==> src/hw/rtl/dtr_pkg.sv <==
// ----------------------------------------------------------------------------
// dtr_pkg: shared types and constants for the DC throttle ramp/reversal unit
// Holds the mode encoding, configuration register indexes, reset values and
// the configuration bundle passed between the register file and the core.
// ----------------------------------------------------------------------------
package dtr_pkg;

    // Default width of the PWM power value.
    localparam int POWER_BITS_DEF = 10;

    // Configuration register widths.
    localparam int RAMP_BITS   = 10;
    localparam int INTV_BITS   = 10;
    localparam int SETTLE_BITS = 8;
    localparam int CFG_IDX_BITS  = 2;
    localparam int CFG_DATA_BITS = 10;

    // Tick counter: one bit wider than the interval so it can exceed it.
    localparam int TICK_BITS = INTV_BITS + 1;
    localparam logic [TICK_BITS-1:0] TICK_MAX = '1;

    // Configuration register indexes.
    localparam logic [CFG_IDX_BITS-1:0] CFG_RAMP_STEP       = 2'd0;
    localparam logic [CFG_IDX_BITS-1:0] CFG_UPDATE_INTERVAL = 2'd1;
    localparam logic [CFG_IDX_BITS-1:0] CFG_SETTLE_UPDATES  = 2'd2;

    // Reset values of the configuration registers.
    localparam logic [RAMP_BITS-1:0]   RAMP_STEP_RST       = 10'd500;
    localparam logic [INTV_BITS-1:0]   UPDATE_INTERVAL_RST = 10'd50;
    localparam logic [SETTLE_BITS-1:0] SETTLE_UPDATES_RST  = 8'd10;

    // Drive mode; the encoding is also the reported phase.
    typedef enum logic [1:0] {
        MODE_RUNNING  = 2'd0,
        MODE_STOPPING = 2'd1,
        MODE_STOPPED  = 2'd2
    } t_mode;

    typedef struct packed {
        logic [RAMP_BITS-1:0]   ramp_step;
        logic [INTV_BITS-1:0]   update_interval;
        logic [SETTLE_BITS-1:0] settle_updates;
    } t_cfg;

endpackage

==> src/hw/rtl/dc_throttle_ramp_reversal_unit.sv <==
// ----------------------------------------------------------------------------
// dc_throttle_ramp_reversal_unit: ramped DC throttle with safe reversal
// Top level: input register, update core, result register, config registers.
// ----------------------------------------------------------------------------
// Usage:
// Each transfer on the slave stream is one millisecond tick carrying the
// wanted direction and PWM power. Every tick yields exactly one result
// transfer on the master stream with the current power, direction, a changed
// flag and the drive phase (running, stopping, stopped).
// Configuration (ramp step, update interval, settle count) is written through
// the cfg channel, which is always ready; writes to unused indexes are
// dropped. Write it only while the block is idle.
// An accepted tick is held in the input register, the update step runs in the
// logic between it and the result register, and the result is offered from
// the result register. Throughput is one tick per cycle while the receiver
// takes each result, set by the update of the state registers in the core on
// every step.
// Reset (synchronous, active low) empties both registers, loads the default
// configuration and puts the drive in the stopped phase, forward, power zero.
// When the receiver stalls, the result is held; the input register can still
// take one more tick, after which o_s_tready drops until the result drains.
// ----------------------------------------------------------------------------
module dc_throttle_ramp_reversal_unit
    import dtr_pkg::*;
#(
    parameter int POWER_BITS = POWER_BITS_DEF,
    localparam int IN_BITS   = ((POWER_BITS + 1 + 7) / 8) * 8,
    localparam int OUT_BITS  = ((POWER_BITS + 4 + 7) / 8) * 8
)(
    input  logic                     i_clk,
    input  logic                     i_rst_n,
    // Slave stream. tdata from bit 0: target_forward, target_power.
    input  logic                     i_s_tvalid,
    output logic                     o_s_tready,
    input  logic [IN_BITS-1:0]       i_s_tdata,
    // Master stream. tdata from bit 0: power_out, forward_out, changed, phase.
    output logic                     o_m_tvalid,
    input  logic                     i_m_tready,
    output logic [OUT_BITS-1:0]      o_m_tdata,
    // Configuration write channel.
    input  logic                     i_cfg_valid,
    output logic                     o_cfg_ready,
    input  logic [CFG_IDX_BITS-1:0]  i_cfg_index,
    input  logic [CFG_DATA_BITS-1:0] i_cfg_data
);

    t_cfg cfg;

    // Input register.
    logic                  r_in_valid;
    logic                  r_in_fwd;
    logic [POWER_BITS-1:0] r_in_pow;

    // Result register.
    logic                  r_out_valid;
    logic [POWER_BITS-1:0] r_out_power;
    logic                  r_out_fwd;
    logic                  r_out_changed;
    logic [1:0]            r_out_phase;

    logic                  out_free;
    logic                  step;
    logic                  in_take;

    logic [POWER_BITS-1:0] core_power;
    logic                  core_fwd;
    logic                  core_changed;
    logic [1:0]            core_phase;

    // The result register can load when empty or when its transfer completes.
    assign out_free   = !r_out_valid || i_m_tready;
    assign step       = r_in_valid && out_free;
    assign o_s_tready = !r_in_valid || out_free;
    assign in_take    = i_s_tvalid && o_s_tready;

    dtr_cfg u_cfg (
        .i_clk       (i_clk),
        .i_rst_n     (i_rst_n),
        .i_cfg_valid (i_cfg_valid),
        .o_cfg_ready (o_cfg_ready),
        .i_cfg_index (i_cfg_index),
        .i_cfg_data  (i_cfg_data),
        .o_cfg       (cfg)
    );

    dtr_core #(
        .POWER_BITS (POWER_BITS)
    ) u_core (
        .i_clk      (i_clk),
        .i_rst_n    (i_rst_n),
        .i_cfg      (cfg),
        .i_step     (step),
        .i_want_fwd (r_in_fwd),
        .i_want_pow (r_in_pow),
        .o_power    (core_power),
        .o_forward  (core_fwd),
        .o_changed  (core_changed),
        .o_phase    (core_phase)
    );

    always_ff @(posedge i_clk) begin
        if (!i_rst_n) begin
            r_in_valid <= 1'b0;
        end else if (o_s_tready) begin
            r_in_valid <= i_s_tvalid;
        end
    end

    always_ff @(posedge i_clk) begin
        if (in_take) begin
            r_in_fwd <= i_s_tdata[0];
            r_in_pow <= i_s_tdata[POWER_BITS:1];
        end
    end

    always_ff @(posedge i_clk) begin
        if (!i_rst_n) begin
            r_out_valid <= 1'b0;
        end else if (out_free) begin
            r_out_valid <= step;
        end
    end

    always_ff @(posedge i_clk) begin
        if (step) begin
            r_out_power   <= core_power;
            r_out_fwd     <= core_fwd;
            r_out_changed <= core_changed;
            r_out_phase   <= core_phase;
        end
    end

    assign o_m_tvalid = r_out_valid;
    assign o_m_tdata  = OUT_BITS'({r_out_phase, r_out_changed, r_out_fwd, r_out_power});

endmodule

==> src/hw/rtl/dtr_cfg.sv <==
// ----------------------------------------------------------------------------
// dtr_cfg: configuration register file
// Three writable registers selected by index; writes to unused indexes are
// dropped. The port is always ready.
// ----------------------------------------------------------------------------
module dtr_cfg
    import dtr_pkg::*;
(
    input  logic                     i_clk,
    input  logic                     i_rst_n,
    input  logic                     i_cfg_valid,
    output logic                     o_cfg_ready,
    input  logic [CFG_IDX_BITS-1:0]  i_cfg_index,
    input  logic [CFG_DATA_BITS-1:0] i_cfg_data,
    output t_cfg                     o_cfg
);

    t_cfg r_cfg;

    assign o_cfg_ready = 1'b1;
    assign o_cfg       = r_cfg;

    always_ff @(posedge i_clk) begin
        if (!i_rst_n) begin
            r_cfg.ramp_step       <= RAMP_STEP_RST;
            r_cfg.update_interval <= UPDATE_INTERVAL_RST;
            r_cfg.settle_updates  <= SETTLE_UPDATES_RST;
        end else if (i_cfg_valid) begin
            case (i_cfg_index)
                CFG_RAMP_STEP: begin
                    r_cfg.ramp_step <= i_cfg_data[RAMP_BITS-1:0];
                end
                CFG_UPDATE_INTERVAL: begin
                    r_cfg.update_interval <= i_cfg_data[INTV_BITS-1:0];
                end
                CFG_SETTLE_UPDATES: begin
                    r_cfg.settle_updates <= i_cfg_data[SETTLE_BITS-1:0];
                end
                default: begin
                end
            endcase
        end
    end

endmodule

==> src/hw/rtl/dtr_core.sv <==
// ----------------------------------------------------------------------------
// dtr_core: throttle state and update step
// Holds mode, drive power, direction, settle counter and tick counter. On a
// step it advances the tick counter and, when the interval is exceeded, runs
// one update. The after-step state is presented combinationally.
// ----------------------------------------------------------------------------
module dtr_core
    import dtr_pkg::*;
#(
    parameter int POWER_BITS = POWER_BITS_DEF
)(
    input  logic                  i_clk,
    input  logic                  i_rst_n,
    input  t_cfg                  i_cfg,
    input  logic                  i_step,
    input  logic                  i_want_fwd,
    input  logic [POWER_BITS-1:0] i_want_pow,
    output logic [POWER_BITS-1:0] o_power,
    output logic                  o_forward,
    output logic                  o_changed,
    output logic [1:0]            o_phase
);

    // Width wide enough to compare a power gap against the ramp step.
    localparam int CMP_BITS = (POWER_BITS > RAMP_BITS) ? POWER_BITS : RAMP_BITS;

    t_mode                  r_mode,    n_mode;
    logic [POWER_BITS-1:0]  r_power,   n_power;
    logic                   r_fwd,     n_fwd;
    logic [SETTLE_BITS-1:0] r_settle,  n_settle;
    logic [TICK_BITS-1:0]   r_elapsed, n_elapsed;

    logic [TICK_BITS-1:0]   tick_inc;
    logic                   do_update;
    logic [POWER_BITS-1:0]  goal;
    logic [POWER_BITS-1:0]  gap;
    logic [POWER_BITS-1:0]  move;
    logic [POWER_BITS-1:0]  ramped;
    logic                   moved;
    logic                   changed;

    // Single ramp unit; running aims at the target, stopping aims at zero.
    always_comb begin
        goal = (r_mode == MODE_RUNNING) ? i_want_pow : '0;
        gap  = (r_power > goal) ? (r_power - goal) : (goal - r_power);
        if (CMP_BITS'(gap) < CMP_BITS'(i_cfg.ramp_step)) begin
            move = gap;
        end else begin
            move = POWER_BITS'(i_cfg.ramp_step);
        end
        ramped = (r_power < goal) ? (r_power + move) : (r_power - move);
        moved  = (move != '0);
    end

    always_comb begin
        tick_inc  = (r_elapsed < TICK_MAX) ? (r_elapsed + 1'b1) : r_elapsed;
        do_update = (tick_inc > {1'b0, i_cfg.update_interval});

        n_mode    = r_mode;
        n_power   = r_power;
        n_fwd     = r_fwd;
        n_settle  = r_settle;
        n_elapsed = tick_inc;
        changed   = 1'b0;

        if (do_update) begin
            n_elapsed = '0;
            case (r_mode)
                MODE_RUNNING: begin
                    if (r_fwd != i_want_fwd) begin
                        changed = 1'b1;
                        n_mode  = MODE_STOPPING;
                    end else begin
                        changed = moved;
                        n_power = ramped;
                    end
                end
                MODE_STOPPING: begin
                    changed = moved;
                    n_power = ramped;
                    if (!moved) begin
                        n_settle = i_cfg.settle_updates;
                        n_mode   = MODE_STOPPED;
                    end
                end
                default: begin
                    if (r_settle != '0) begin
                        n_settle = r_settle - 1'b1;
                    end else if (r_fwd != i_want_fwd || r_power != i_want_pow) begin
                        changed  = 1'b1;
                        n_fwd    = i_want_fwd;
                        n_power  = '0;
                        n_mode   = MODE_RUNNING;
                        n_settle = '0;
                    end
                end
            endcase
        end
    end

    always_ff @(posedge i_clk) begin
        if (!i_rst_n) begin
            r_mode    <= MODE_STOPPED;
            r_power   <= '0;
            r_fwd     <= 1'b1;
            r_settle  <= '0;
            r_elapsed <= '0;
        end else if (i_step) begin
            r_mode    <= n_mode;
            r_power   <= n_power;
            r_fwd     <= n_fwd;
            r_settle  <= n_settle;
            r_elapsed <= n_elapsed;
        end
    end

    assign o_power   = n_power;
    assign o_forward = n_fwd;
    assign o_changed = changed;
    assign o_phase   = (n_mode == MODE_RUNNING || n_mode == MODE_STOPPING) ?
                       n_mode : MODE_STOPPED;

endmodule
==> config.mk <==
export PLATFORM = sky130hd
export DESIGN_NAME = dc_throttle_ramp_reversal_unit
export DESIGN_NICKNAME = d
export VERILOG_FILES = /design/src/hw/rtl/dtr_pkg.sv /design/src/hw/rtl/dc_throttle_ramp_reversal_unit.sv /design/src/hw/rtl/dtr_cfg.sv /design/src/hw/rtl/dtr_core.sv
export SDC_FILE = /design/constraint.sdc
export NUM_CORES = 1
export LEC_CHECK = 0
export ABC_AREA = 1
export BUFFER_PORTS_ARGS = -buffer_cell sky130_fd_sc_hd__buf_2
export CELL_PAD_IN_SITES_DETAIL_PLACEMENT = 1
export CELL_PAD_IN_SITES_GLOBAL_PLACEMENT = 1
export CORE_ASPECT_RATIO = 1.4
export CORE_MARGIN = 2
export CORE_UTILIZATION = 48
export CTS_CLUSTER_SIZE = 24
export DETAILED_ROUTE_END_ITERATION = 6
export GPL_TIMING_DRIVEN = 1
export PLACE_DENSITY_LB_ADDON = 0.3
export SYNTH_ARGS = -nofsm -noshare
export SYNTH_HDL_FRONTEND = slang
export SYNTH_SLANG_ARGS = --single-unit
==> constraint.sdc <==
create_clock -name i_clk -period 16 [get_ports i_clk]
set_input_delay 0.8 -clock i_clk [delete_from_list [all_inputs] [get_ports i_clk]]
set_output_delay 0.8 -clock i_clk [all_outputs]
set_load 0.02 [all_outputs]
# Word-level counts from Yosys, hierarchy flattened
# Index checks and enable logic that the tools add are counted.
word_totals:
  latchBits: 0
  out_inout_bits: 19
  ramBits: 0
  input_bits: 33
  elab_cells: 83
  ff_bits: 87
  mem_count: 0
  rom_bits: 0
classes:
  n_reduce_logical: 19
  bitwise: 1
  n_lt_le_gt_ge: 5
  muxes: 29
  n_mul: 0
  addsub: 6
  eq_ne: 7
  n_div: 0
  n_shift: 0
ops:
  columns: ["operator", "n"]
  rows:
  - ["two-way mux 10 bit", 8]
  - ["subtractor 10 bit", 3]
  - ["two-way mux 8 bit", 3]
  - ["two-way mux 11 bit", 2]
  - ["< comparator 10 bit", 2]
  - ["one-hot mux 10 bit (2 select lines)", 1]
  - ["one-hot mux 8 bit (2 select lines)", 1]
  - ["adder 11 x 1 -> 11 bit, second input constant", 1]
  - ["> comparator 11 x 10 -> 1 bit", 1]
  - ["< comparator 11 bit, second input constant", 1]
  - ["adder 10 bit", 1]
  - ["> comparator 10 bit", 1]
  - ["two-way mux 2 bit", 5]
  - ["inequality test 10 bit", 1]
  - ["nonzero test 10 bit", 1]
  - ["nonzero test 8 bit", 1]
  - ["subtractor 8 x 1 -> 8 bit, second input constant", 1]
  - ["two-way mux 1 bit", 7]
  - ["equality test 2 x 1 -> 1 bit, second input constant", 3]
  - ["logical NOT 2 bit", 3]
  - ["AND reduction 2 bit", 3]
  - ["AND reduction 5 bit", 1]
  - ["logical OR 1 bit", 4]
  - ["one-hot mux 2 bit (2 select lines)", 1]
  - ["other kinds (9)", 11]

# Longest topological paths before layout
# Gate-level depths: netlist (run 1).
depth:
  depth_word: 12
  depth_mapped: 50

# By module
# Synthesis (run 1) repeated with hierarchy kept, for this count alone.
unflattened:
  hier_cells: 952
  hier_area_um2: 6597.6
modules_own_cells:
  columns: ["module", "seq_area_each_um2", "area_per_inst_um2", "cells_each", "instances"]
  rows:
  - ["dtr_core", 640.6, 4578.1, 747, 1]
  - ["dtr_cfg", 560.5, 1139.8, 162, 1]
  - ["dc_throttle_ramp_reversal_unit", 790.8, 879.6, 43, 1]

# Worst setup path before layout (run 1)
# No wires, ideal clock.
synth_timing:
  path_type: "register -> register"
  startpoint: "reg u_core.r_mode[1]"
  endpoint: "reg r_out_power[9] (data pin)"
  required_ps: 15741
  path_stages_with_launch: 43
  arrival_time_ps: 5503
  setup_slack_ps: 10237
  path_buffers: 3
  setup_ps: 259
  path_cell_list: "dfxtp_1 clkbuf_1 nor2_1 buf_1 nand2_1 inv_1 ha_1 inv_1 fa_1 nand3_1 nand3_2 nand2_4 nand2_1 and2_1 ha_1 nand2_1 o21ai_0 nand2_1 [... 7 more ...] nand2_2 nor2_4 a31oi_1 xor2_1 inv_1 ha_1 inv_1 nor3_1 nand3_1 nand4_1 xor2_1 nand3_1 nand2_1 inv_1 nand3_1 nand2_1 nand2_1 nand2_1"
synth_between:
  elab_chain_cells: 11
synth_lines:
  columns: ["element", "line", "source"]
  rows:
  - ["start, declared", "dtr_core.sv:27", "t_mode r_mode, n_mode;"]
  - ["start signal, assigned", "dtr_core.sv:109", "r_mode <= n_mode;"]
  - ["logical NOT 2 bit", "dtr_core.sv:44, dtr_core.sv:68", null]
  - ["two-way mux 10 bit", "dtr_core.sv:44", "goal = (r_mode == MODE_RUNNING) ? i_want_pow : '0;"]
  - ["subtractor 10 bit or > comparator 10 bit (tied branches)", "dtr_core.sv:45", "gap = (r_power > goal) ? (r_power - goal) : (goal - r_power);"]
  - ["two-way mux 10 bit", "dtr_core.sv:45", null]
  - ["< comparator 10 bit", "dtr_core.sv:46", "if (CMP_BITS'(gap) < CMP_BITS'(i_cfg.ramp_step)) begin"]
  - ["two-way mux 10 bit", "dtr_core.sv:46", null]
  - ["subtractor 10 bit or adder 10 bit (tied branches)", "dtr_core.sv:51", "ramped = (r_power < goal) ? (r_power + move) : (r_power - move);"]
  - ["two-way mux 10 bit", "dtr_core.sv:51", null]
  - ["two-way mux 10 bit", "dtr_core.sv:70", "if (r_fwd != i_want_fwd) begin"]
  - ["one-hot mux 10 bit (2 select lines) (*)", "dtr_core.sv:68", "case (r_mode)"]
  - ["two-way mux 10 bit (*)", "dtr_core.sv:66", "if (do_update) begin"]
  - ["net core_power[9]", "dc_throttle_ramp_reversal_unit.sv:65", "logic [POWER_BITS-1:0] core_power;"]
  - ["end signal, assigned", "dc_throttle_ramp_reversal_unit.sv:126", "r_out_power <= core_power;"]
  - ["end, declared", "dc_throttle_ramp_reversal_unit.sv:56", "logic [POWER_BITS-1:0] r_out_power;"]
# The timed path passes the listed nets; every way through them passes the cells marked *.
# A chain may end at the register's enable or synchronous reset.

# Worst setup path after layout (run 1)
layout_timing:
  startpoint: "reg u_core.r_mode[1]"
  endpoint: "reg u_core.r_power[9]"
layout_between:
  elab_chain_cells: 11
layout_lines:
  columns: ["element", "line", "source"]
  rows:
  - ["logical NOT 2 bit", "dtr_core.sv:44, dtr_core.sv:68", null]
  - ["two-way mux 10 bit", "dtr_core.sv:44", null]
  - ["subtractor 10 bit or > comparator 10 bit (tied branches)", "dtr_core.sv:45", null]
  - ["two-way mux 10 bit", "dtr_core.sv:45", null]
  - ["< comparator 10 bit", "dtr_core.sv:46", null]
  - ["two-way mux 10 bit", "dtr_core.sv:46", null]
  - ["subtractor 10 bit or adder 10 bit (tied branches)", "dtr_core.sv:51", null]
  - ["two-way mux 10 bit", "dtr_core.sv:51", null]
  - ["two-way mux 10 bit", "dtr_core.sv:70", null]
  - ["one-hot mux 10 bit (2 select lines) (*)", "dtr_core.sv:68", null]
  - ["two-way mux 10 bit (*)", "dtr_core.sv:66", null]
  - ["end signal, assigned", "dtr_core.sv:110", "r_power <= n_power;"]
  - ["end, declared", "dtr_core.sv:28", "logic [POWER_BITS-1:0] r_power, n_power;"]
# Mark *: on every way between the ends. The rest lies on a longest branch, timed or not.

==> results of run 1 <==
-- per-layer routing --
| metal | global-route usage, % | vias to the layer above | part of all wire (%) |
|---|---|---|---|
| met2 | 53.6 | 81 | 55 |
| met4 | 13.1 | 0 | 4.3 |
| met3 | 3.47 | 55 | 2.0 |
| met1 | 30.6 | 2927 | 39 |
| li1 | - | 3063 | - |
| met5 | 0 | - | 0 |
-- power by group --
group          total (uW)  internal (uW)  switching (uW)  leakage (uW)
Combinational         445            144             301       0.00271
Sequential            245            237            8.17      0.000745
Clock                 224            131            93.3      0.000154
-- state kept, by name, indices dropped and copies added (netlist names) --
| register | count |
|---|---|
| o_m_tvalid | 1 |
| r_in_fwd | 1 |
| r_in_pow | 10 |
| r_in_valid | 1 |
| r_out_changed | 1 |
| r_out_fwd | 1 |
| r_out_phase | 2 |
| r_out_power | 10 |
| u_cfg.o_cfg | 28 |
| u_core.r_elapsed | 11 |
| u_core.r_fwd | 1 |
| u_core.r_mode | 2 |
| u_core.r_power | 10 |
| u_core.r_settle | 8 |
-- layout make-up --
type	instances	area, sq um	share of cell area [%]
timing repair buffer	44	223	3.14
clock buffer	10	250	3.52
clock inverter	6	65.1	0.916
multi-input combinational	669	3770	53.1
sequential	87	1990	28.1
tap	182	228	3.21
inverter	151	573	8.07
-- cell usage in the layout (no fill, tap or decap), types with 25 or more instances in the layout --
| cell | n |
|---|---|
| inv_1 | 145 |
| nand2_1 | 245 |
| edfxtp_1 | 25 |
| o21ai_0 | 42 |
| dfxtp_1 | 62 |
| xor2_1 | 28 |
| nand3_1 | 57 |
| ha_1 | 50 |
| nor2_1 | 58 |
| buf_2 | 43 |
| a21oi_1 | 68 |
-- cell usage after synthesis, types with 3 or more instances --
| cell type | number |
|---|---|
| nand2_1 | 245 |
| inv_1 | 145 |
| a21oi_1 | 68 |
| dfxtp_1 | 62 |
| nor2_1 | 58 |
| nand3_1 | 57 |
| ha_1 | 50 |
| o21ai_0 | 42 |
| xor2_1 | 28 |
| edfxtp_1 | 25 |
| clkbuf_1 | 13 |
| nand4_1 | 12 |
| o211ai_1 | 11 |
| nor2_2 | 10 |
| o22ai_1 | 9 |
| and2_1 | 8 |
| nor3_1 | 8 |
| buf_4 | 6 |
| nand2_2 | 6 |
| xnor2_1 | 6 |
| a31oi_1 | 5 |
| nand3_2 | 4 |
| nand3b_1 | 4 |
| nor2_4 | 4 |
| o31ai_1 | 4 |
| fa_1 | 3 |
| nand2_4 | 3 |
| nor4_1 | 3 |
| o21a_1 | 3 |
| o21bai_1 | 3 |
-- metrics by stage --
step                      setup WS, ns  util, %
after floorplan                  10.24        -
after global placement            8.44     51.2
after global routing              7.25     53.5
after detailed placement          8.32     51.2
final                             8.14     53.5
after CTS                         8.13     53.5
-- worst max-delay path, delay by kind of cell, from the launching register on --
family	cells	cell delay, ns
buffers and inverters	7	0.95
and+or+nand+nor	27	4.51
AOI/OAI and AO/OA	2	0.31
xor gates and xnor gates	2	0.45
adders and majority gates	4	1.15
DFF	1	0.38
-- worst max-delay path by stage --
stage | depth (start not counted) | to | from
after floorplan | 42 | r_out_power[9]$_DFFE_PP_ | u_core.r_mode[1]$_SDFFE_PN1P_
after global placement | 40 | r_out_power[9]$_DFFE_PP_ | u_core.r_mode[1]$_SDFFE_PN1P_
after detailed placement | 40 | r_out_power[9]$_DFFE_PP_ | u_core.r_mode[1]$_SDFFE_PN1P_
after CTS | 40 | r_out_power[9]$_DFFE_PP_ | u_core.r_mode[1]$_SDFFE_PN1P_
after global routing | 43 | u_core.r_power[9]$_SDFFE_PN0P_ | u_core.r_mode[1]$_SDFFE_PN1P_
final | 42 | u_core.r_power[9]$_SDFFE_PN0P_ | u_core.r_mode[1]$_SDFFE_PN1P_
-- cells by family (layout without fill, tap and decap cells) --
kind of cell	after synthesis	after routing
compound gates	153	153
simple gates	426	426
buf+inv	173	211
xor+xnor	34	34
other cells	2	3
fa+ha+maj	53	53
flops	87	87
==> flow_metrics.env, run 1 <==
export IMPL_synth_simple_gate_area_share_pct=29.8
export IMPL_die_y_um=141
export IMPL_placed_area_sq_um=6780
export IMPL_reg2reg_to="u_core.r_power[9]$_SDFFE_PN0P_"
export IMPL_synthAdderAreaFrac_pct=10.6
export IMPL_cp_data_arrival_time_ns=8.11
export IMPL_htree_levels=3
export IMPL_fin_crit_ns=7.86
export IMPL_clockBufferDepth=2
export IMPL_tightest_slew_ns=1.07
export IMPL_drtAntennaViolNets=0
export IMPL_fin_skew_ns=0.0106
export IMPL_syn_to_final_growth_pct=10.2
export IMPL_synth_main_ff_cell="dfxtp_1"
export IMPL_rows=50
export IMPL_synth_largest_area_cell="dfxtp_1"
export IMPL_viasPerCell=5.33
export IMPL_synthCells=928
export IMPL_post_dp_hpwl_um=15400
export IMPL_yosys_area_top_type_share_pct=19.3
export IMPL_drcViolationCount=0
export IMPL_rr_worst_depth=42
export IMPL_clock_latency_ns=0.35
export IMPL_yosysWarnings=0
export IMPL_layout_drive_gt1_share_pct=9.93
export IMPL_synth_compound_area_share_pct=13.3
export IMPL_dp_cells=1133
export IMPL_antenna_found_initial=0
export IMPL_min_path_type="reg -> reg"
export IMPL_timing_setup_tns_ns=0
export IMPL_yosysSeqAreaShare_pct=30.9
export IMPL_slowest_stage="nor2_1"
export IMPL_io_pins=52
export IMPL_core_area_sq_um=13300
export IMPL_fin_crit_sh_pct=49.1
export IMPL_rsz0062_at_grt="false"
export IMPL_muxShareOfSynthArea_pct=0
export IMPL_p_leak_uw=0.00361
export IMPL_dieArea_sq_um=14400
export IMPL_grt_overflow_total=0
export IMPL_total_power_uw=915
export IMPL_r2r_start="u_core.r_mode[1]$_SDFFE_PN1P_"
export IMPL_cp_end_kind="flop"
export IMPL_initial_utilization_pct=48.6
export IMPL_grt_max_degree=41
export IMPL_fin_nets=1048
export IMPL_finalSetupViolCount=0
export IMPL_drt_iter0_drc=229
export IMPL_worstPathRequired_ns=16.26
export IMPL_place_port_buffers=43
export IMPL_grtUsageTotal_pct=28.4
export IMPL_n_antenna_cell=0
export IMPL_num_fill_cells=1822
export IMPL_wl_per_cell_um=17.0
export IMPL_cts_inserted_buffers=9
export IMPL_root_buffer="clkbuf_16"
export IMPL_gp_routability_congestion=0.897
export IMPL_ys_seq_elements=87
export IMPL_synth_edf_count=25
export IMPL_r2r_setup_slack_ns=8.14
export IMPL_grt_pass1_vias=6342
export IMPL_design_area_sq_um=7100
export IMPL_cts_tree="done"
export IMPL_min_path_cells=2
export IMPL_routed_wl_um=19500
export IMPL_fin_hold_ws_ns=0.473
export IMPL_grt_pass1_wl_um=31600
export IMPL_route_vias_total=6126
export IMPL_cp_slowest_stage_delay_ns=0.72
export IMPL_cap_violations=0
export IMPL_critical_path_peak_fanout=12
export IMPL_p_per_area_nw_per_um2=129
export IMPL_post_cts_buffers=0
export IMPL_min_to="u_cfg.o_cfg[0]$_SDFFE_PN0P_"
export IMPL_critical_path_class="reg -> reg"
export IMPL_clk_pin_slew_ns=0.07
export IMPL_synth_top_family_by_area="simple AND/OR/NAND/NOR gates"
export IMPL_syn_area_per_cell_sq_um=6.94
export IMPL_hold_viol_final=0
export IMPL_start_kind="flop"
export IMPL_slew_violations=0
export IMPL_cts_hold_buf=0
export IMPL_fmax_mhz=127
export IMPL_outcome="complete, no violations"
export IMPL_cts_resized=0
export IMPL_irDropWorstVdd_mv=0.0592
export IMPL_drt_pass1_iter_count=4
export IMPL_max_slew_margin_pct=28.6
export IMPL_cp_common_cell="nand2_1"
export IMPL_async_reset_ff_share_pct=0
export IMPL_synth_area_leaders="dfxtp_1 (19%), nand2_1 (14%), edfxtp_1 (12%)"
export IMPL_fin_cells=1149
export IMPL_die_w_um=102
export IMPL_synth_area_sq_um=6440
export IMPL_clock_sinks=87
export IMPL_synthXorXnorAreaFrac_pct=4.62
export IMPL_min_from="u_cfg.o_cfg[0]$_SDFFE_PN0P_"
export IMPL_ys_types=47
(Power assumes the default switching activity.)
==> inputs of run 2 (changes only) <==
--- a/config.mk
+++ b/config.mk
@@ -11,7 +11,7 @@
 export CELL_PAD_IN_SITES_GLOBAL_PLACEMENT = 1
 export CORE_ASPECT_RATIO = 1.4
 export CORE_MARGIN = 2
-export CORE_UTILIZATION = 48
+export CORE_UTILIZATION = 44
 export CTS_CLUSTER_SIZE = 24
 export DETAILED_ROUTE_END_ITERATION = 6
 export GPL_TIMING_DRIVEN = 1
==> constraint.sdc (replaced) <==
create_clock -name i_clk -period 8.17 [get_ports i_clk]
set_input_delay 0.4085 -clock i_clk [delete_from_list [all_inputs] [get_ports i_clk]]
set_output_delay 0.4085 -clock i_clk [all_outputs]
set_load 0.02 [all_outputs]
==> flow_metrics.env, run 2 (synthesized netlist as in run 1, its figures left out) <==
export IMPL_cap_violations=0
export IMPL_clockBufferDepth=2
export IMPL_use_met2_pct=47.7
export IMPL_fin_skew_ns=0.0100
export IMPL_cts_resized=0
export IMPL_largest_reg_flops=28
export IMPL_viasPerCell=5.27
export IMPL_tightest_slew_ns=1.02
export IMPL_final_common_cell="nand2_1"
export IMPL_cp_common_cell="nand2_1"
export IMPL_timing_setup_tns_ns=0
export IMPL_finalSetupViolCount=0
export IMPL_routed_wl_um=19100
export IMPL_dieArea_sq_um=15600
export IMPL_post_dp_hpwl_um=15100
export IMPL_grt_overflow_total=0
export IMPL_min_path_type="in -> reg"
export IMPL_grt_max_degree=41
export IMPL_max_slew_margin_pct=31.5
export IMPL_p_per_area_nw_per_um2=246
export IMPL_die_w_um=106
export IMPL_irDropWorstVdd_mv=0.127
export IMPL_met1_usage_pct=28.1
export IMPL_cts_tree="done"
export IMPL_route_vias_total=6117
export IMPL_mostFrequentLayoutCells="nand2_1 (245), inv_1 (145), a21oi_1 (68)"
export IMPL_p_leak_uw=0.00363
export IMPL_drcViolationCount=0
export IMPL_clock_latency_ns=0.36
export IMPL_cts_inserted_buffers=9
export IMPL_grtUsageTotal_pct=25.5
export IMPL_die_y_um=147
export IMPL_slowest_stage="dfxtp_1"
export IMPL_drt_pass1_iter_count=4
export IMPL_worstPathRequired_ns=8.27
export IMPL_clk_pin_slew_ns=0.07
export IMPL_gp_routability_congestion=0.885
export IMPL_core_area_sq_um=14400
export IMPL_start_kind="flop"
export IMPL_drt_iter0_drc=186
export IMPL_cts_hold_buf=0
export IMPL_use_met3_pct=3.19
export IMPL_critical_path_peak_fanout=12
export IMPL_hold_viol_final=0
export IMPL_critical_path_class="reg -> reg"
export IMPL_place_port_buffers=43
export IMPL_syn_to_final_growth_pct=10.8
export IMPL_grt_pass1_vias=6405
export IMPL_cp_slowest_stage_delay_ns=0.37
export IMPL_htree_levels=3
export IMPL_io_pins=52
export IMPL_n_antenna_cell=0
export IMPL_initial_utilization_pct=44.8
export IMPL_grt_pass1_wl_um=31100
export IMPL_fin_crit_ns=6.68
export IMPL_root_buffer="clkbuf_16"
export IMPL_fin_nets=1053
export IMPL_clock_sinks=87
export IMPL_antenna_found_initial=0
export IMPL_cp_data_arrival_time_ns=6.78
export IMPL_layout_drive_gt1_share_pct=10.3
export IMPL_cp_end_kind="flop"
export IMPL_fin_crit_sh_pct=81.8
export IMPL_drtAntennaViolNets=0
export IMPL_post_cts_buffers=0
export IMPL_slew_violations=0
export IMPL_grt_busiest_layer="met2"
export IMPL_rsz0062_at_grt="false"
export IMPL_fin_hold_ws_ns=0.226
export IMPL_fmax_mhz=150
export IMPL_outcome="complete, no violations"
export IMPL_wl_per_cell_um=16.4
export IMPL_num_fill_cells=1951
export IMPL_rows=52
==> run 2: cell types whose count changed in the layout (fill, tap and decap cells not counted) <==
cell	previous run	this run
buf_4	1	6
clkinv_2	3	1
clkinv_4	1	3
inv_6	2	0
clkbuf_1	0	1
clkbuf_16	10	9
clkbuf_8	0	1
inv_8	0	1
==> run 2: routing by layer <==
metal,vias up,part of all wire [%]
li1,3071,-
met1,2921,41
met2,86,53
met3,39,2.7
met4,0,3.6
met5,-,0
==> run 2: critical path: cells and delay by family, from the launching register on <==
family / cells / cell delay, ns
AND/OR/NAND/NOR: 23 / 2.97
flip-flops: 1 / 0.37
AO/OA/AOI/OAI: 4 / 0.64
buffers and inverters: 9 / 0.95
XOR/XNOR: 2 / 0.39
adder cells (fa/ha/maj): 4 / 1.08
==> run 2: power breakdown <==
group          internal, uW  switching [uW]  total [uW]
Combinational           290             557         847
Sequential              465            16.0         481
Clock                   249             181         429
==> run 2: worst paths after layout <==
check | endpoint | cells past startpoint | slack [ns] | start
setup / recovery | r_out_power[9]$_DFFE_PP_ | 42 | 1.49 | u_core.r_mode[1]$_SDFFE_PN1P_
hold / removal | r_in_fwd$_DFFE_PP_ | 1 | 0.23 | i_s_tdata[0]
setup reg to reg | r_out_power[9]$_DFFE_PP_ | 42 | 1.49 | u_core.r_mode[1]$_SDFFE_PN1P_
hold reg to reg | u_cfg.o_cfg[0]$_SDFFE_PN0P_ | 2 | 0.47 | u_cfg.o_cfg[0]$_SDFFE_PN0P_
==> run 2: cell type report <==
cell class | instances | area, sq um | share of cell area (%)
inverters | 151 | 573 | 8.03
clock buffers | 11 | 243 | 3.40
clock inverters | 5 | 66.3 | 0.929
repair buffers | 49 | 260 | 3.65
flip-flops and latches | 87 | 1990 | 27.9
multi-input cells | 669 | 3770 | 52.8
well taps | 189 | 236 | 3.31
==> run 2: metrics by stage <==
stage / instance area (sq um) / instances / setup slack (ns) / power (uW) / util (%)
after CTS: 7140 / 1161 / 1.44 / 1770 / 49.7
final: 7140 / 1161 / 1.49 / 1760 / 49.7
after global placement: 6830 / 1145 / 1.63 / 1320 / 47.5
after detailed placement: 6830 / 1145 / 1.51 / 1330 / 47.5
after floorplan: 6450 / 929 / 2.41 / 1130 / -
after global routing: 7140 / 1161 / 0.700 / 1900 / 49.7
